**src/rtl/dotq_pkg.sv**
```systemverilog
`timescale 1ns / 1ps
`default_nettype none

package dotq_pkg;

  localparam int CAPACITY = 16;
  localparam int IDX_W    = (CAPACITY > 1) ? $clog2(CAPACITY) : 1;
  localparam int MAX_OUT  = 16;
  localparam int CNT_W    = $clog2(MAX_OUT + 1);
  localparam int TIME_W   = 32;
  localparam int ID_W     = 32;
  localparam int SLOT_W   = TIME_W + ID_W;

  typedef enum logic [1:0] {
    OP_ADD  = 2'd0,
    OP_DEL  = 2'd1,
    OP_TICK = 2'd2
  } op_t;

  typedef enum logic [2:0] {
    K_ADDED     = 3'd0,
    K_FULL      = 3'd1,
    K_DELETED   = 3'd2,
    K_NOT_FOUND = 3'd3,
    K_EXPIRED   = 3'd4,
    K_NONE_DUE  = 3'd5
  } kind_t;

  typedef enum logic [2:0] {
    S_IDLE,
    S_SCAN,
    S_DRAIN,
    S_FDEC,
    S_MDEC
  } state_t;

  // one slot handed to the compare unit per cycle
  typedef struct packed {
    logic              clear;
    logic              en;
    logic [IDX_W-1:0]  idx;
    logic              slot_v;
    logic [TIME_W-1:0] key_exp;
    logic [ID_W-1:0]   key_id;
  } scan_ctl_t;

  typedef struct packed {
    logic              best_found;
    logic [IDX_W-1:0]  best_idx;
    logic [TIME_W-1:0] best_exp;
    logic [ID_W-1:0]   best_id;
    logic              hit_found;
    logic [IDX_W-1:0]  hit_idx;
    logic              free_found;
    logic [IDX_W-1:0]  free_idx;
  } scan_res_t;

endpackage

`default_nettype wire

```
**src/rtl/dotq_ram.sv**
```systemverilog
`timescale 1ns / 1ps
`default_nettype none

module dotq_ram #(
  parameter int DEPTH = 16,
  parameter int WIDTH = 64,
  localparam int AW   = (DEPTH > 1) ? $clog2(DEPTH) : 1
) (
  input  logic             clk,
  input  logic             we,
  input  logic [AW-1:0]    waddr,
  input  logic [WIDTH-1:0] wdata,
  input  logic [AW-1:0]    raddr,
  output logic [WIDTH-1:0] rdata
);

  logic [WIDTH-1:0] mem [DEPTH];
  logic [WIDTH-1:0] rdata_r;

  always_ff @(posedge clk) begin
    if (we) begin
      mem[waddr] <= wdata;
    end
  end

  always_ff @(posedge clk) begin
    rdata_r <= mem[raddr];
  end

  assign rdata = rdata_r;

endmodule

`default_nettype wire

```
**src/rtl/dotq_scan.sv**
```systemverilog
`timescale 1ns / 1ps
`default_nettype none

module dotq_scan (
  input  logic                        clk,
  input  logic                        rst_n,
  input  dotq_pkg::scan_ctl_t         ctl,
  input  logic [dotq_pkg::TIME_W-1:0] rd_exp,
  input  logic [dotq_pkg::ID_W-1:0]   rd_id,
  output dotq_pkg::scan_res_t         res
);

  logic                        best_found_r;
  logic [dotq_pkg::IDX_W-1:0]  best_idx_r;
  logic [dotq_pkg::TIME_W-1:0] best_exp_r;
  logic [dotq_pkg::ID_W-1:0]   best_id_r;
  logic                        hit_found_r;
  logic [dotq_pkg::IDX_W-1:0]  hit_idx_r;
  logic                        free_found_r;
  logic [dotq_pkg::IDX_W-1:0]  free_idx_r;

  logic take_min;
  logic take_hit;
  logic take_free;

  // strict less-than keeps the lowest index among equal keys
  assign take_min  = ctl.en && ctl.slot_v &&
                     (!best_found_r || ({rd_exp, rd_id} < {best_exp_r, best_id_r}));
  assign take_hit  = ctl.en && ctl.slot_v && !hit_found_r &&
                     (rd_exp == ctl.key_exp) && (rd_id == ctl.key_id);
  assign take_free = ctl.en && !ctl.slot_v && !free_found_r;

  always_ff @(posedge clk) begin
    if (!rst_n) begin
      best_found_r <= 1'b0;
      hit_found_r  <= 1'b0;
      free_found_r <= 1'b0;
    end else if (ctl.clear) begin
      best_found_r <= 1'b0;
      hit_found_r  <= 1'b0;
      free_found_r <= 1'b0;
    end else begin
      if (take_min) begin
        best_found_r <= 1'b1;
      end
      if (take_hit) begin
        hit_found_r <= 1'b1;
      end
      if (take_free) begin
        free_found_r <= 1'b1;
      end
    end
  end

  always_ff @(posedge clk) begin
    if (take_min) begin
      best_idx_r <= ctl.idx;
      best_exp_r <= rd_exp;
      best_id_r  <= rd_id;
    end
    if (take_hit) begin
      hit_idx_r <= ctl.idx;
    end
    if (take_free) begin
      free_idx_r <= ctl.idx;
    end
  end

  assign res.best_found = best_found_r;
  assign res.best_idx   = best_idx_r;
  assign res.best_exp   = best_exp_r;
  assign res.best_id    = best_id_r;
  assign res.hit_found  = hit_found_r;
  assign res.hit_idx    = hit_idx_r;
  assign res.free_found = free_found_r;
  assign res.free_idx   = free_idx_r;

endmodule

`default_nettype wire

```
**src/rtl/dotq_ctrl.sv**
```systemverilog
`timescale 1ns / 1ps
`default_nettype none

module dotq_ctrl (
  input  logic                        clk,
  input  logic                        rst_n,
  input  logic                        in_valid,
  output logic                        in_ready,
  input  logic [1:0]                  in_opcode,
  input  logic [31:0]                 in_now_ms,
  input  logic [31:0]                 in_delay_ms,
  input  logic [31:0]                 in_del_expire,
  input  logic [31:0]                 in_del_id,
  output logic                        out_valid,
  input  logic                        out_ready,
  output logic [2:0]                  out_kind,
  output logic [31:0]                 out_entry_id,
  output logic [31:0]                 out_entry_expire,
  output logic [31:0]                 out_sleep_ms,
  output logic                        out_queue_empty,
  output logic                        out_last,
  output logic                        ram_we,
  output logic [dotq_pkg::IDX_W-1:0]  ram_waddr,
  output logic [dotq_pkg::SLOT_W-1:0] ram_wdata,
  output logic [dotq_pkg::IDX_W-1:0]  ram_raddr,
  output dotq_pkg::scan_ctl_t         scan_ctl,
  input  dotq_pkg::scan_res_t         scan_res
);

  dotq_pkg::state_t state_r, state_nxt;

  logic [dotq_pkg::IDX_W-1:0]    idx_r;
  logic                          pv_r;
  logic [dotq_pkg::IDX_W-1:0]    pidx_r;
  logic                          find_r;
  dotq_pkg::op_t                 op_r;
  logic [31:0]                   now_r;
  logic [31:0]                   delay_r;
  logic [31:0]                   dexp_r;
  logic [31:0]                   did_r;
  logic [dotq_pkg::CAPACITY-1:0] valid_r;
  logic [31:0]                   next_id_r;
  logic [dotq_pkg::CNT_W-1:0]    cnt_r;
  logic                          pend_r;
  logic [31:0]                   pend_exp_r;
  logic [31:0]                   pend_id_r;
  dotq_pkg::kind_t               res_kind_r;
  logic [31:0]                   res_id_r;
  logic [31:0]                   res_exp_r;

  logic                          out_valid_r;
  dotq_pkg::kind_t               out_kind_r;
  logic [31:0]                   out_id_r;
  logic [31:0]                   out_exp_r;
  logic [31:0]                   out_sleep_r;
  logic                          out_empty_r;
  logic                          out_last_r;

  logic            accept;
  logic            scan_last;
  logic            can_out;
  logic [32:0]     sum;
  logic [31:0]     deadline;
  logic            due;
  logic [31:0]     sleep;
  logic            issue;
  logic            load_out;
  logic            take_best;
  logic            pend_clr;
  dotq_pkg::kind_t out_kind_sel;
  logic [31:0]     out_id_sel;
  logic [31:0]     out_exp_sel;
  logic            out_last_sel;

  assign in_ready  = (state_r == dotq_pkg::S_IDLE);
  assign accept    = in_valid && in_ready;
  assign scan_last = (idx_r == dotq_pkg::IDX_W'(dotq_pkg::CAPACITY - 1));
  assign can_out   = !out_valid_r || out_ready;

  // saturate the deadline at the largest time
  assign sum      = {1'b0, now_r} + {1'b0, delay_r};
  assign deadline = sum[32] ? '1 : sum[31:0];

  assign due   = scan_res.best_found && (scan_res.best_exp <= now_r) &&
                 (cnt_r < dotq_pkg::CNT_W'(dotq_pkg::MAX_OUT));
  assign sleep = (scan_res.best_found && (scan_res.best_exp > now_r)) ?
                 (scan_res.best_exp - now_r) : '0;

  // next state
  always_comb begin
    state_nxt = state_r;
    case (state_r)
      dotq_pkg::S_IDLE: begin
        if (accept) begin
          case (dotq_pkg::op_t'(in_opcode))
            dotq_pkg::OP_ADD:  state_nxt = dotq_pkg::S_SCAN;
            dotq_pkg::OP_DEL:  state_nxt = dotq_pkg::S_SCAN;
            dotq_pkg::OP_TICK: state_nxt = dotq_pkg::S_SCAN;
            default:           state_nxt = dotq_pkg::S_IDLE;
          endcase
        end
      end
      dotq_pkg::S_SCAN: begin
        if (scan_last) begin
          state_nxt = dotq_pkg::S_DRAIN;
        end
      end
      dotq_pkg::S_DRAIN: begin
        state_nxt = find_r ? dotq_pkg::S_FDEC : dotq_pkg::S_MDEC;
      end
      dotq_pkg::S_FDEC: begin
        state_nxt = dotq_pkg::S_SCAN;
      end
      dotq_pkg::S_MDEC: begin
        if (op_r == dotq_pkg::OP_TICK) begin
          if (pend_r) begin
            if (can_out) begin
              state_nxt = due ? dotq_pkg::S_SCAN : dotq_pkg::S_IDLE;
            end
          end else if (due) begin
            state_nxt = dotq_pkg::S_SCAN;
          end else if (can_out) begin
            state_nxt = dotq_pkg::S_IDLE;
          end
        end else if (can_out) begin
          state_nxt = dotq_pkg::S_IDLE;
        end
      end
      default: state_nxt = dotq_pkg::S_IDLE;
    endcase
  end

  // control outputs
  always_comb begin
    issue        = 1'b0;
    load_out     = 1'b0;
    take_best    = 1'b0;
    pend_clr     = 1'b0;
    out_kind_sel = res_kind_r;
    out_id_sel   = res_id_r;
    out_exp_sel  = res_exp_r;
    out_last_sel = 1'b1;
    case (state_r)
      dotq_pkg::S_SCAN: begin
        issue = 1'b1;
      end
      dotq_pkg::S_MDEC: begin
        if (op_r == dotq_pkg::OP_TICK) begin
          if (pend_r) begin
            // emit the word removed last time, with sleep from this scan
            load_out     = can_out;
            take_best    = can_out && due;
            pend_clr     = can_out && !due;
            out_kind_sel = dotq_pkg::K_EXPIRED;
            out_id_sel   = pend_id_r;
            out_exp_sel  = pend_exp_r;
            out_last_sel = !due;
          end else begin
            take_best    = due;
            load_out     = !due && can_out;
            out_kind_sel = dotq_pkg::K_NONE_DUE;
            out_id_sel   = '0;
            out_exp_sel  = '0;
          end
        end else begin
          load_out = can_out;
        end
      end
      default: begin
        issue = 1'b0;
      end
    endcase
  end

  assign ram_raddr = idx_r;
  assign ram_we    = (state_r == dotq_pkg::S_FDEC) && (op_r == dotq_pkg::OP_ADD) &&
                     scan_res.free_found;
  assign ram_waddr = scan_res.free_idx;
  assign ram_wdata = {deadline, next_id_r};

  assign scan_ctl.clear   = (state_r == dotq_pkg::S_SCAN) && (idx_r == '0);
  assign scan_ctl.en      = pv_r;
  assign scan_ctl.idx     = pidx_r;
  assign scan_ctl.slot_v  = valid_r[pidx_r];
  assign scan_ctl.key_exp = dexp_r;
  assign scan_ctl.key_id  = did_r;

  always_ff @(posedge clk) begin
    if (!rst_n) begin
      state_r     <= dotq_pkg::S_IDLE;
      idx_r       <= '0;
      pv_r        <= 1'b0;
      find_r      <= 1'b0;
      valid_r     <= '0;
      next_id_r   <= '0;
      cnt_r       <= '0;
      pend_r      <= 1'b0;
      out_valid_r <= 1'b0;
    end else begin
      state_r <= state_nxt;
      pv_r    <= issue;
      if (issue) begin
        idx_r <= scan_last ? '0 : idx_r + 1'b1;
      end
      if (accept) begin
        find_r <= (dotq_pkg::op_t'(in_opcode) == dotq_pkg::OP_ADD) ||
                  (dotq_pkg::op_t'(in_opcode) == dotq_pkg::OP_DEL);
        cnt_r  <= '0;
        pend_r <= 1'b0;
      end
      if (state_r == dotq_pkg::S_FDEC) begin
        find_r <= 1'b0;
        if (ram_we) begin
          valid_r[scan_res.free_idx] <= 1'b1;
          next_id_r                  <= next_id_r + 1'b1;
        end
        if ((op_r == dotq_pkg::OP_DEL) && scan_res.hit_found) begin
          valid_r[scan_res.hit_idx] <= 1'b0;
        end
      end
      if (take_best) begin
        valid_r[scan_res.best_idx] <= 1'b0;
        pend_r                     <= 1'b1;
        cnt_r                      <= cnt_r + 1'b1;
      end
      if (pend_clr) begin
        pend_r <= 1'b0;
      end
      if (load_out) begin
        out_valid_r <= 1'b1;
      end else if (out_ready) begin
        out_valid_r <= 1'b0;
      end
    end
  end

  always_ff @(posedge clk) begin
    pidx_r <= idx_r;
    if (accept) begin
      op_r    <= dotq_pkg::op_t'(in_opcode);
      now_r   <= in_now_ms;
      delay_r <= in_delay_ms;
      dexp_r  <= in_del_expire;
      did_r   <= in_del_id;
    end
    if (state_r == dotq_pkg::S_FDEC) begin
      if (op_r == dotq_pkg::OP_ADD) begin
        if (scan_res.free_found) begin
          res_kind_r <= dotq_pkg::K_ADDED;
          res_id_r   <= next_id_r;
          res_exp_r  <= deadline;
        end else begin
          res_kind_r <= dotq_pkg::K_FULL;
          res_id_r   <= '0;
          res_exp_r  <= '0;
        end
      end else begin
        if (scan_res.hit_found) begin
          res_kind_r <= dotq_pkg::K_DELETED;
          res_id_r   <= did_r;
          res_exp_r  <= dexp_r;
        end else begin
          res_kind_r <= dotq_pkg::K_NOT_FOUND;
          res_id_r   <= '0;
          res_exp_r  <= '0;
        end
      end
    end
    if (take_best) begin
      pend_exp_r <= scan_res.best_exp;
      pend_id_r  <= scan_res.best_id;
    end
    if (load_out) begin
      out_kind_r  <= out_kind_sel;
      out_id_r    <= out_id_sel;
      out_exp_r   <= out_exp_sel;
      out_sleep_r <= sleep;
      out_empty_r <= !scan_res.best_found;
      out_last_r  <= out_last_sel;
    end
  end

  assign out_valid        = out_valid_r;
  assign out_kind         = out_kind_r;
  assign out_entry_id     = out_id_r;
  assign out_entry_expire = out_exp_r;
  assign out_sleep_ms     = out_sleep_r;
  assign out_queue_empty  = out_empty_r;
  assign out_last         = out_last_r;

`ifndef SYNTHESIS
  a_pend_tick: assert property (@(posedge clk) disable iff (!rst_n)
    pend_r |-> (op_r == dotq_pkg::OP_TICK))
    else $error("pending expiry outside a tick");

  a_cnt_bound: assert property (@(posedge clk) disable iff (!rst_n)
    cnt_r <= dotq_pkg::CNT_W'(dotq_pkg::MAX_OUT))
    else $error("expiry count overran");

  a_expired_due: assert property (@(posedge clk) disable iff (!rst_n)
    (load_out && (out_kind_sel == dotq_pkg::K_EXPIRED)) |-> (pend_exp_r <= now_r))
    else $error("expired word not yet due");

  a_free_clear: assert property (@(posedge clk) disable iff (!rst_n)
    ram_we |-> !valid_r[scan_res.free_idx])
    else $error("add overwrote a live slot");

  a_empty_sleep: assert property (@(posedge clk) disable iff (!rst_n)
    (out_valid_r && out_empty_r) |-> (out_sleep_r == '0))
    else $error("empty queue with nonzero sleep");
`endif

endmodule

`default_nettype wire

```
**src/rtl/deadline_ordered_timer_queue.sv**
```systemverilog
// Timer queue of dotq_pkg::CAPACITY slots, ordered by deadline, then id.
// Input channel (in_valid/in_ready): opcode add, delete or tick, plus the
// current time. Result channel (out_valid/out_ready): one word per add or
// delete, one word per expired timer on tick (or one none-due word), each
// with the sleep time to the earliest deadline; out_last marks the final
// word of an item. Opcode 3 is dropped with no result.
// Every pass walks the slot RAM one entry per cycle through a single
// 64-bit compare unit. Add and delete make a find pass, then a min pass,
// before their word is loaded. A tick makes one min pass per removed
// timer plus a final one: its first word follows the first pass when
// nothing is due, else the second, and each further word follows one
// more pass. in_ready is high only between items and returns in the
// cycle after the last word is loaded. Reset clears the valid bits, the
// id counter and both channels; slot RAM contents are not cleared. When
// the receiver stalls, the held word stays on the result port, and while
// a removed timer is pending the sequencer waits before its next removal.
`timescale 1ns / 1ps
`default_nettype none

module deadline_ordered_timer_queue (
  input  logic        clk,
  input  logic        rst_n,
  input  logic        in_valid,
  output logic        in_ready,
  input  logic [1:0]  in_opcode,
  input  logic [31:0] in_now_ms,
  input  logic [31:0] in_delay_ms,
  input  logic [31:0] in_del_expire,
  input  logic [31:0] in_del_id,
  output logic        out_valid,
  input  logic        out_ready,
  output logic [2:0]  out_kind,
  output logic [31:0] out_entry_id,
  output logic [31:0] out_entry_expire,
  output logic [31:0] out_sleep_ms,
  output logic        out_queue_empty,
  output logic        out_last
);

  logic                        ram_we;
  logic [dotq_pkg::IDX_W-1:0]  ram_waddr;
  logic [dotq_pkg::SLOT_W-1:0] ram_wdata;
  logic [dotq_pkg::IDX_W-1:0]  ram_raddr;
  logic [dotq_pkg::SLOT_W-1:0] ram_rdata;
  dotq_pkg::scan_ctl_t         scan_ctl;
  dotq_pkg::scan_res_t         scan_res;

  dotq_ctrl u_ctrl (
    .clk              (clk),
    .rst_n            (rst_n),
    .in_valid         (in_valid),
    .in_ready         (in_ready),
    .in_opcode        (in_opcode),
    .in_now_ms        (in_now_ms),
    .in_delay_ms      (in_delay_ms),
    .in_del_expire    (in_del_expire),
    .in_del_id        (in_del_id),
    .out_valid        (out_valid),
    .out_ready        (out_ready),
    .out_kind         (out_kind),
    .out_entry_id     (out_entry_id),
    .out_entry_expire (out_entry_expire),
    .out_sleep_ms     (out_sleep_ms),
    .out_queue_empty  (out_queue_empty),
    .out_last         (out_last),
    .ram_we           (ram_we),
    .ram_waddr        (ram_waddr),
    .ram_wdata        (ram_wdata),
    .ram_raddr        (ram_raddr),
    .scan_ctl         (scan_ctl),
    .scan_res         (scan_res)
  );

  dotq_ram #(
    .DEPTH (dotq_pkg::CAPACITY),
    .WIDTH (dotq_pkg::SLOT_W)
  ) u_ram (
    .clk   (clk),
    .we    (ram_we),
    .waddr (ram_waddr),
    .wdata (ram_wdata),
    .raddr (ram_raddr),
    .rdata (ram_rdata)
  );

  dotq_scan u_scan (
    .clk    (clk),
    .rst_n  (rst_n),
    .ctl    (scan_ctl),
    .rd_exp (ram_rdata[dotq_pkg::SLOT_W-1:dotq_pkg::ID_W]),
    .rd_id  (ram_rdata[dotq_pkg::ID_W-1:0]),
    .res    (scan_res)
  );

endmodule

`default_nettype wire
```
**config.mk**
```make
export PLATFORM = sky130hd
export DESIGN_NAME = deadline_ordered_timer_queue
export DESIGN_NICKNAME = d
export VERILOG_FILES = /design/src/rtl/dotq_pkg.sv /design/src/rtl/dotq_ram.sv /design/src/rtl/dotq_scan.sv /design/src/rtl/dotq_ctrl.sv /design/src/rtl/deadline_ordered_timer_queue.sv
export SDC_FILE = /design/constraint.sdc
export NUM_CORES = 2
export LEC_CHECK = 0
export CORE_MARGIN = 3
export CORE_UTILIZATION = 60
export CTS_CLUSTER_SIZE = 25
export DETAILED_ROUTE_END_ITERATION = 10
export DONT_BUFFER_PORTS = 1
export GPL_TIMING_DRIVEN = 0
export PLACE_DENSITY = 0.76
export SLEW_MARGIN = 5
export SYNTH_ARGS = -nofsm -noshare
export SYNTH_HDL_FRONTEND = slang
export SYNTH_SLANG_ARGS = --single-unit
```
**constraint.sdc**
```tcl
create_clock -name clk -period 10.9 [get_ports clk]
set_input_delay 0.545 -clock clk [delete_from_list [all_inputs] [get_ports clk]]
set_output_delay 0.545 -clock clk [all_outputs]
set_load 0.03 [all_outputs]
```
Word-level counts from Yosys, hierarchy flattened
Memory sizes are Yosys's and may differ from the RTL's. A register that Yosys moved wholly into a read port is not among the register bits.
Cells that the tools add are included.
{"block": "totals", "wordCells": 177, "mem_bits_rw": 1024, "reg_bits": 509, "in_bits": 134, "output_inout_bits": 103, "n_memories": 1}
{"memory": "u_ram.mem", "words": 16, "word_bits": 64, "rd": 1, "rd_ports_with_merged_regs": 1, "write_ports": 1, "line_no": "dotq_ram.sv:17", "rtl": "logic [WIDTH-1:0] mem [DEPTH];"}
{"block": "classes", "n_addsub": 5, "eq_ne": 14, "mux": 64, "n_lt_le_gt_ge": 11, "n_bitwise": 6, "reduce_logical": 42}
{"cell": "$mux W32", "n": 13}
{"cell": "$mux W16", "n": 7}
{"cell": "$eq A32 B32 Y1", "n": 2}
{"cell": "$lt A64 B64 Y1", "n": 1}
{"cell": "$add A32 B32 Y33", "n": 1}
{"cell": "$mux W3", "n": 11}
{"cell": "$add A32 B1 Y32 const B", "n": 1}
{"cell": "$and A16 B16 Y16", "n": 2}
{"cell": "$gt A32 B32 Y1", "n": 1}
{"cell": "$le A32 B32 Y1", "n": 1}
{"cell": "$not A16 Y16", "n": 2}
{"cell": "$sub A32 B32 Y32", "n": 1}
{"cell": "$mux W1", "n": 25}
{"cell": "$logic_and A1 B1 Y1", "n": 20}
{"cell": "$lt A4 B5 Y1 const B", "n": 4}
{"cell": "$or A16 B16 Y16", "n": 1}
{"cell": "$pmux W3 S5", "n": 1}
{"cell": "$demux W1 S4", "n": 3}
{"cell": "$ge A4 B1 Y1 const B", "n": 3}
{"cell": "$mux W5", "n": 2}
{"cell": "$eq A3 B2 Y1 const B", "n": 2}
{"cell": "$logic_not A1 Y1", "n": 6}
{"cell": "$reduce_and A3 Y1", "n": 2}
{"cell": "$reduce_or A2 Y1", "n": 3}
{"cell": "other kinds (21)", "n": 27}

Depth between registers and ports, before layout
{"block": "logic_depth", "word_depth": 14, "depth_mapped": 13, "mapped_depth_nobuf": 11}

Hierarchy
From an unflattened synthesis, not the netlist that was laid out.
{"block": "unflattened", "cells_unflattened": 3679, "area_unflattened_um2": 63992.6}
{"mod": "dotq_ram", "seq_area_each_um2": 32030.7, "area_per_inst_um2": 39581.7, "cells_per_inst": 1647, "instances": 1}
{"mod": "dotq_ctrl", "seq_area_each_um2": 12201.7, "area_per_inst_um2": 19691.4, "cells_per_inst": 1625, "instances": 1}
{"mod": "dotq_scan", "seq_area_each_um2": 2342.2, "area_per_inst_um2": 4719.5, "cells_per_inst": 407, "instances": 1}

Worst setup path after synthesis
OpenSTA, ideal clock, no wires.
{"block": "synth_path", "path_kind": "reg-to-reg", "startpoint": "register u_scan.best_exp_r[13] in the netlist's numbering", "endpoint": "register u_ctrl.out_exp_r[0], in the netlist u_ctrl.out_entry_expire[0] (enable)", "arrival_time_ps": 8942, "t_required_ps": 10216, "period_less_slack_ps": 9627, "path_buffers": 1, "setup_ps": 684, "path_slack_ps": 1273, "path_stages_with_launch": 11, "path_cell_list": "edfxtp_1 -> ha_1 -> clkbuf_1 -> and2_1 -> nand3_1 -> a211o_1 -> a31oi_1 -> o21ai_0 -> nand2_1 -> nor4_1 -> nor3_1"}
{"block": "synth_between", "elab_chain_len": 8}
{"element": "start, declared", "line_no": "dotq_scan.sv:15", "rtl": "logic [dotq_pkg::TIME_W-1:0] best_exp_r;"}
{"element": "start signal, assigned", "line_no": "dotq_scan.sv:58", "rtl": "best_exp_r <= rd_exp;"}
{"element": "$le A32 B32 Y1", "line_no": "dotq_ctrl.sv:84", "rtl": "assign due = scan_res.best_found && (scan_res.best_exp <= now_r) &&"}
{"element": "$logic_and A1 B1 Y1 (2 in a row)", "line_no": "dotq_ctrl.sv:84"}
{"element": "$logic_not A1 Y1", "line_no": "dotq_ctrl.sv:160", "rtl": "load_out = !due && can_out;"}
{"element": "$logic_and A1 B1 Y1", "line_no": "dotq_ctrl.sv:160"}
{"element": "$mux W1", "line_no": "dotq_ctrl.sv:149", "rtl": "if (pend_r) begin"}
{"element": "$mux W1", "line_no": "dotq_ctrl.sv:148", "rtl": "if (op_r == dotq_pkg::OP_TICK) begin"}
{"element": "$mux W1", "line_no": "dotq_ctrl.sv:143", "rtl": "case (state_r)"}
{"element": "via u_ctrl.load_out", "line_no": "dotq_ctrl.sv:67", "rtl": "logic load_out;"}
{"element": "end signal, assigned", "line_no": "dotq_ctrl.sv:276", "rtl": "out_exp_r <= out_exp_sel;"}
{"element": "end, declared", "line_no": "dotq_ctrl.sv:54", "rtl": "logic [31:0] out_exp_r;"}
The timed path passes the listed nets, and every way through them passes these cells.
A chain may end at the register's enable or synchronous reset.

Worst setup path after layout
{"block": "layout_path", "startpoint": "register u_scan.best_exp_r[1] in the netlist's numbering", "endpoint": "register u_ctrl.out_sleep_r[2], in the netlist u_ctrl.out_sleep_ms[2] (enable)"}
{"block": "layout_between", "elab_chain_len": 8}
{"element": "$le A32 B32 Y1", "line_no": "dotq_ctrl.sv:84"}
{"element": "$logic_and A1 B1 Y1 (2 in a row)", "line_no": "dotq_ctrl.sv:84"}
{"element": "$logic_not A1 Y1", "line_no": "dotq_ctrl.sv:160"}
{"element": "$logic_and A1 B1 Y1", "line_no": "dotq_ctrl.sv:160"}
{"element": "$mux W1", "line_no": "dotq_ctrl.sv:149"}
{"element": "$mux W1", "line_no": "dotq_ctrl.sv:148"}
{"element": "$mux W1", "line_no": "dotq_ctrl.sv:143"}
{"element": "via u_ctrl.load_out", "line_no": "dotq_ctrl.sv:67"}
{"element": "end signal, assigned", "line_no": "dotq_ctrl.sv:277", "rtl": "out_sleep_r <= sleep;"}
{"element": "end, declared", "line_no": "dotq_ctrl.sv:55", "rtl": "logic [31:0] out_sleep_r;"}
The timed path passes the listed nets, and every way through them passes these cells.

==> flow_metrics.tcl <==
set metrics [dict create \
    cts_sinks 1596 \
    first_pass_iters 6 \
    nNetsFinal 4235 \
    setup_viol 0 \
    syn2layout_area_growth_pct 15.7 \
    synth_cells 3575 \
    placed_cells 5068 \
    final_hold_viol_count 0 \
    die_w_um 332 \
    internal_power_mw 10.5 \
    net-switching-power_mw 3.35 \
    fillers 6364 \
    synth_top_area_share_pct 68.7 \
    startpoint_type "flip-flop" \
    cts.htree.levels 4 \
    cp-end-kind "flip-flop" \
    arrival_ps 5750 \
    r2r_cells 14 \
    holdPathEnd "u_ctrl.find_r" \
    worstSetupPathType "reg2reg" \
    syn_nets 3842 \
    largest_reg_flops 1024 \
    coreArea_mm2 0.105 \
    synth_seq_area_share_pct 72.9 \
    synthFlopType "edfxtp_1" \
    cts_setup_buffers 0 \
    place_congestion 0.989 \
    start_util_pct 60.6 \
    setup_slack_ps 5590 \
    syn-mean-instance-area_um2 17.9 \
    cts_tree "built" \
    row_count 119 \
    drt-wirelength-per-cell_um 33.4 \
    max_freq_ghz 0.188 \
    grt_pass1_vias 36900 \
    die_h_um 332 \
    fin_cells 5501 \
    p_leak_nw 23.9 \
    rsz0062_at_grt "no" \
    yosysMostFrequentCell "edfxtp_1" \
    clk_pin_slew_worst_paths_ps 60 \
    via_per_inst 6.77 \
    grt_max_degree 84 \
    wl_um 184000 \
    clockBufferDepth 3 \
    r2r_slack_ps 5590 \
    r2r_end "u_ctrl.out_sleep_ms[2]" \
    crit-reg2reg-launch "u_scan.best_exp_r[1]" \
    synth_top_cell_by_area "edfxtp_1" \
    drt_iter0_drc 5210 \
    period_share_pct 48.7 \
    hp-start "in_opcode[1]" \
    overflow 0 \
    fin_skew_ps 26.9 \
    yosysWarnings 0 \
    status "completed" \
    ir_drop_mv 0.171 \
    power_frac_clock_pct 39.4 \
    holdPathStages 2 \
    period_needed_ps 5310 \
    synth-edff-count 1461 \
    top_register "u_ram.mem" \
    cp.required_ps 11340 \
    grt_pass1_wl_um 261000 \
    io-pin-count 237 \
    final_antenna_net_count 0 \
    p_sw_share_pct 24.3 \
    die_area_mm2 0.110 \
    cts_root_buf "clkbuf_16" \
    syn-cell-area_mm2 0.0639 \
    vias 37200 \
    combPwrFrac_pct 9.1 \
    cp_max_fo 13 \
    max_cap_viol_count 0 \
    antenna_found_initial 10 \
    maxSlewViolCount 0 \
    hold_ws_ps 52.5 \
    synth_seq_cells 1596 \
    clk_latency_ps 770 \
    post-dp-hpwl_um 121000 \
    synth_area_leaders "edfxtp_1 69%, mux4_2 11%, dfxtp_1 4.2%" \
    sequentialPowerShare_pct 51.5 \
    synth_common_cells "1461 x edfxtp_1, 325 x mux4_2, 248 x nand2_1, 166 x inv_1, 135 x dfxtp_1" \
    place_ws_ps 5960 \
    drive_gt1_share_pct 17.1 \
    synth_cell_types 73 \
    grtUsageTotal_pct 33.5 \
    hold_class "in2reg" \
    numCtsBuffers 159 \
    route.detailed.drc 0 \
    numPortBuffers 0 \
    slew-limit-headroom_pct 3.93 \
    worstMarginPinSlew_ps 1440 \
    p_per_area_mw_per_mm2 187 \
    async_flop_share_pct 0 \
    post_cts_resized 0 \
]
-- power groups by stage --
stage	Clock [mW]	Combinational, mW	Sequential, mW
CTS	5.47	1.24	7.09
global route	5.71	1.35	7.10
global placement	0	1.13	7.24
finish	5.44	1.26	7.10
detailed placement	0	1.18	7.22
floorplan	0	0.782	7.15
-- routing by layer --
layer | track usage (%) | vias to the layer above | wire [µm]
met1 | 45.0 | 18700 | 64100
met2 | 51.1 | 2981 | 84700
met3 | 9.39 | 547 | 24600
li1 | - | 15000 | -
met4 | 16.7 | 2 | 10200
met5 | 0 | - | 13
-- logic make-up (layout without fill, tap and decap cells) --
group,count (synthesis),after routing,share of synthesized area [%]
AND/OR/NAND/NOR,676,676,5.09
XOR/XNOR,113,113,1.55
flip-flops,1596,1596,72.9
AO/OA/AOI/OAI,419,419,4.47
multiplexers,328,328,11.5
adder cells (fa/ha/maj),133,133,2.63
buffers and inverters,310,839,1.86
other,0,6,0
-- stage by stage --
step,setup TNS (ps),total power [mW],instance area [µm²],util (%)
finish,0,13.8,73900,70.1
floorplan,0,7.93,63900,-
detailed placement,0,8.40,67400,63.9
CTS,0,13.8,73900,70.1
global route,0,14.2,73900,70.1
global placement,-989560,8.37,65600,62.3
-- cell usage in the layout (no fill, tap or decap), drive strengths merged, types with 8 or more instances in the layout --
master / n
dlygate4sd3: 130
o22ai: 11
a21oi: 109
a211oi: 8
and3: 13
nor2b: 19
xnor2: 60
o211ai: 10
a31oi: 14
xor2: 53
edfxtp: 1461
nand3: 106
nand2: 248
a21o: 46
o21a: 11
o21ai: 71
a221oi: 10
o221ai: 20
and4: 9
o31ai: 9
nand4: 41
o21bai: 8
ha: 131
nand2b: 24
and2: 43
nor4: 10
a22o: 47
bufinv: 10
nor3: 28
dfxtp: 135
mux4: 325
inv: 171
or3: 8
buf: 139
nor2: 101
clkinv: 64
clkbuf: 322
nand3b: 8
-- how the worst max path moves through the flow --
stage	from	end	slack, ps	depth (start not counted)
after CTS	u_scan.best_exp_r[1]	u_ctrl.out_sleep_ms[2]	5910	14
after floorplan	u_scan.best_exp_r[13]	u_ctrl.out_entry_expire[0]	1270	10
after detailed placement	u_scan.best_exp_r[1]	u_ctrl.out_sleep_ms[0]	5960	14
final	u_scan.best_exp_r[1]	u_ctrl.out_sleep_ms[2]	5590	14
after global routing	u_scan.best_exp_r[1]	u_ctrl.out_sleep_ms[2]	5560	14
after global placement	u_scan.best_exp_r[1]	u_ctrl.out_sleep_ms[0]	-4640	10
-- repair_timing --
item | CTS | global route
hold buffers | 130 | 0
setup endpoints to repair | 0 | 0
hold endpoints to repair | 130 | 0
-- critical path, cell delays in order, from the launching register on --
cell and delay, ps:
edfxtp_1 550, inv_1 230, fa_1 470, nor2b_1 170, o21a_1 160, o2111ai_1 170, a31oi_1 850, o21ai_0 610
nand2_1 250, nor4_1 110, nor3_2 420, buf_6 240, buf_4 210, buf_4 250, buf_4 260
-- area by class of cell --
type / count / area [µm²] / share of cell area, %
clock buffers: 215 / 4360 / 5.91
inverters: 166 / 633 / 0.857
plain buffers: 144 / 563 / 0.762
clock inverters: 82 / 848 / 1.15
multi-input cells: 1669 / 16300 / 22.0
repair buffers: 232 / 2890 / 3.91
well taps: 1391 / 1740 / 2.36
diodes: 6 / 15.0 / 0.0203
flip-flops and latches: 1596 / 46600 / 63.0
No activity file was read; power rests on OpenSTA's default activity.
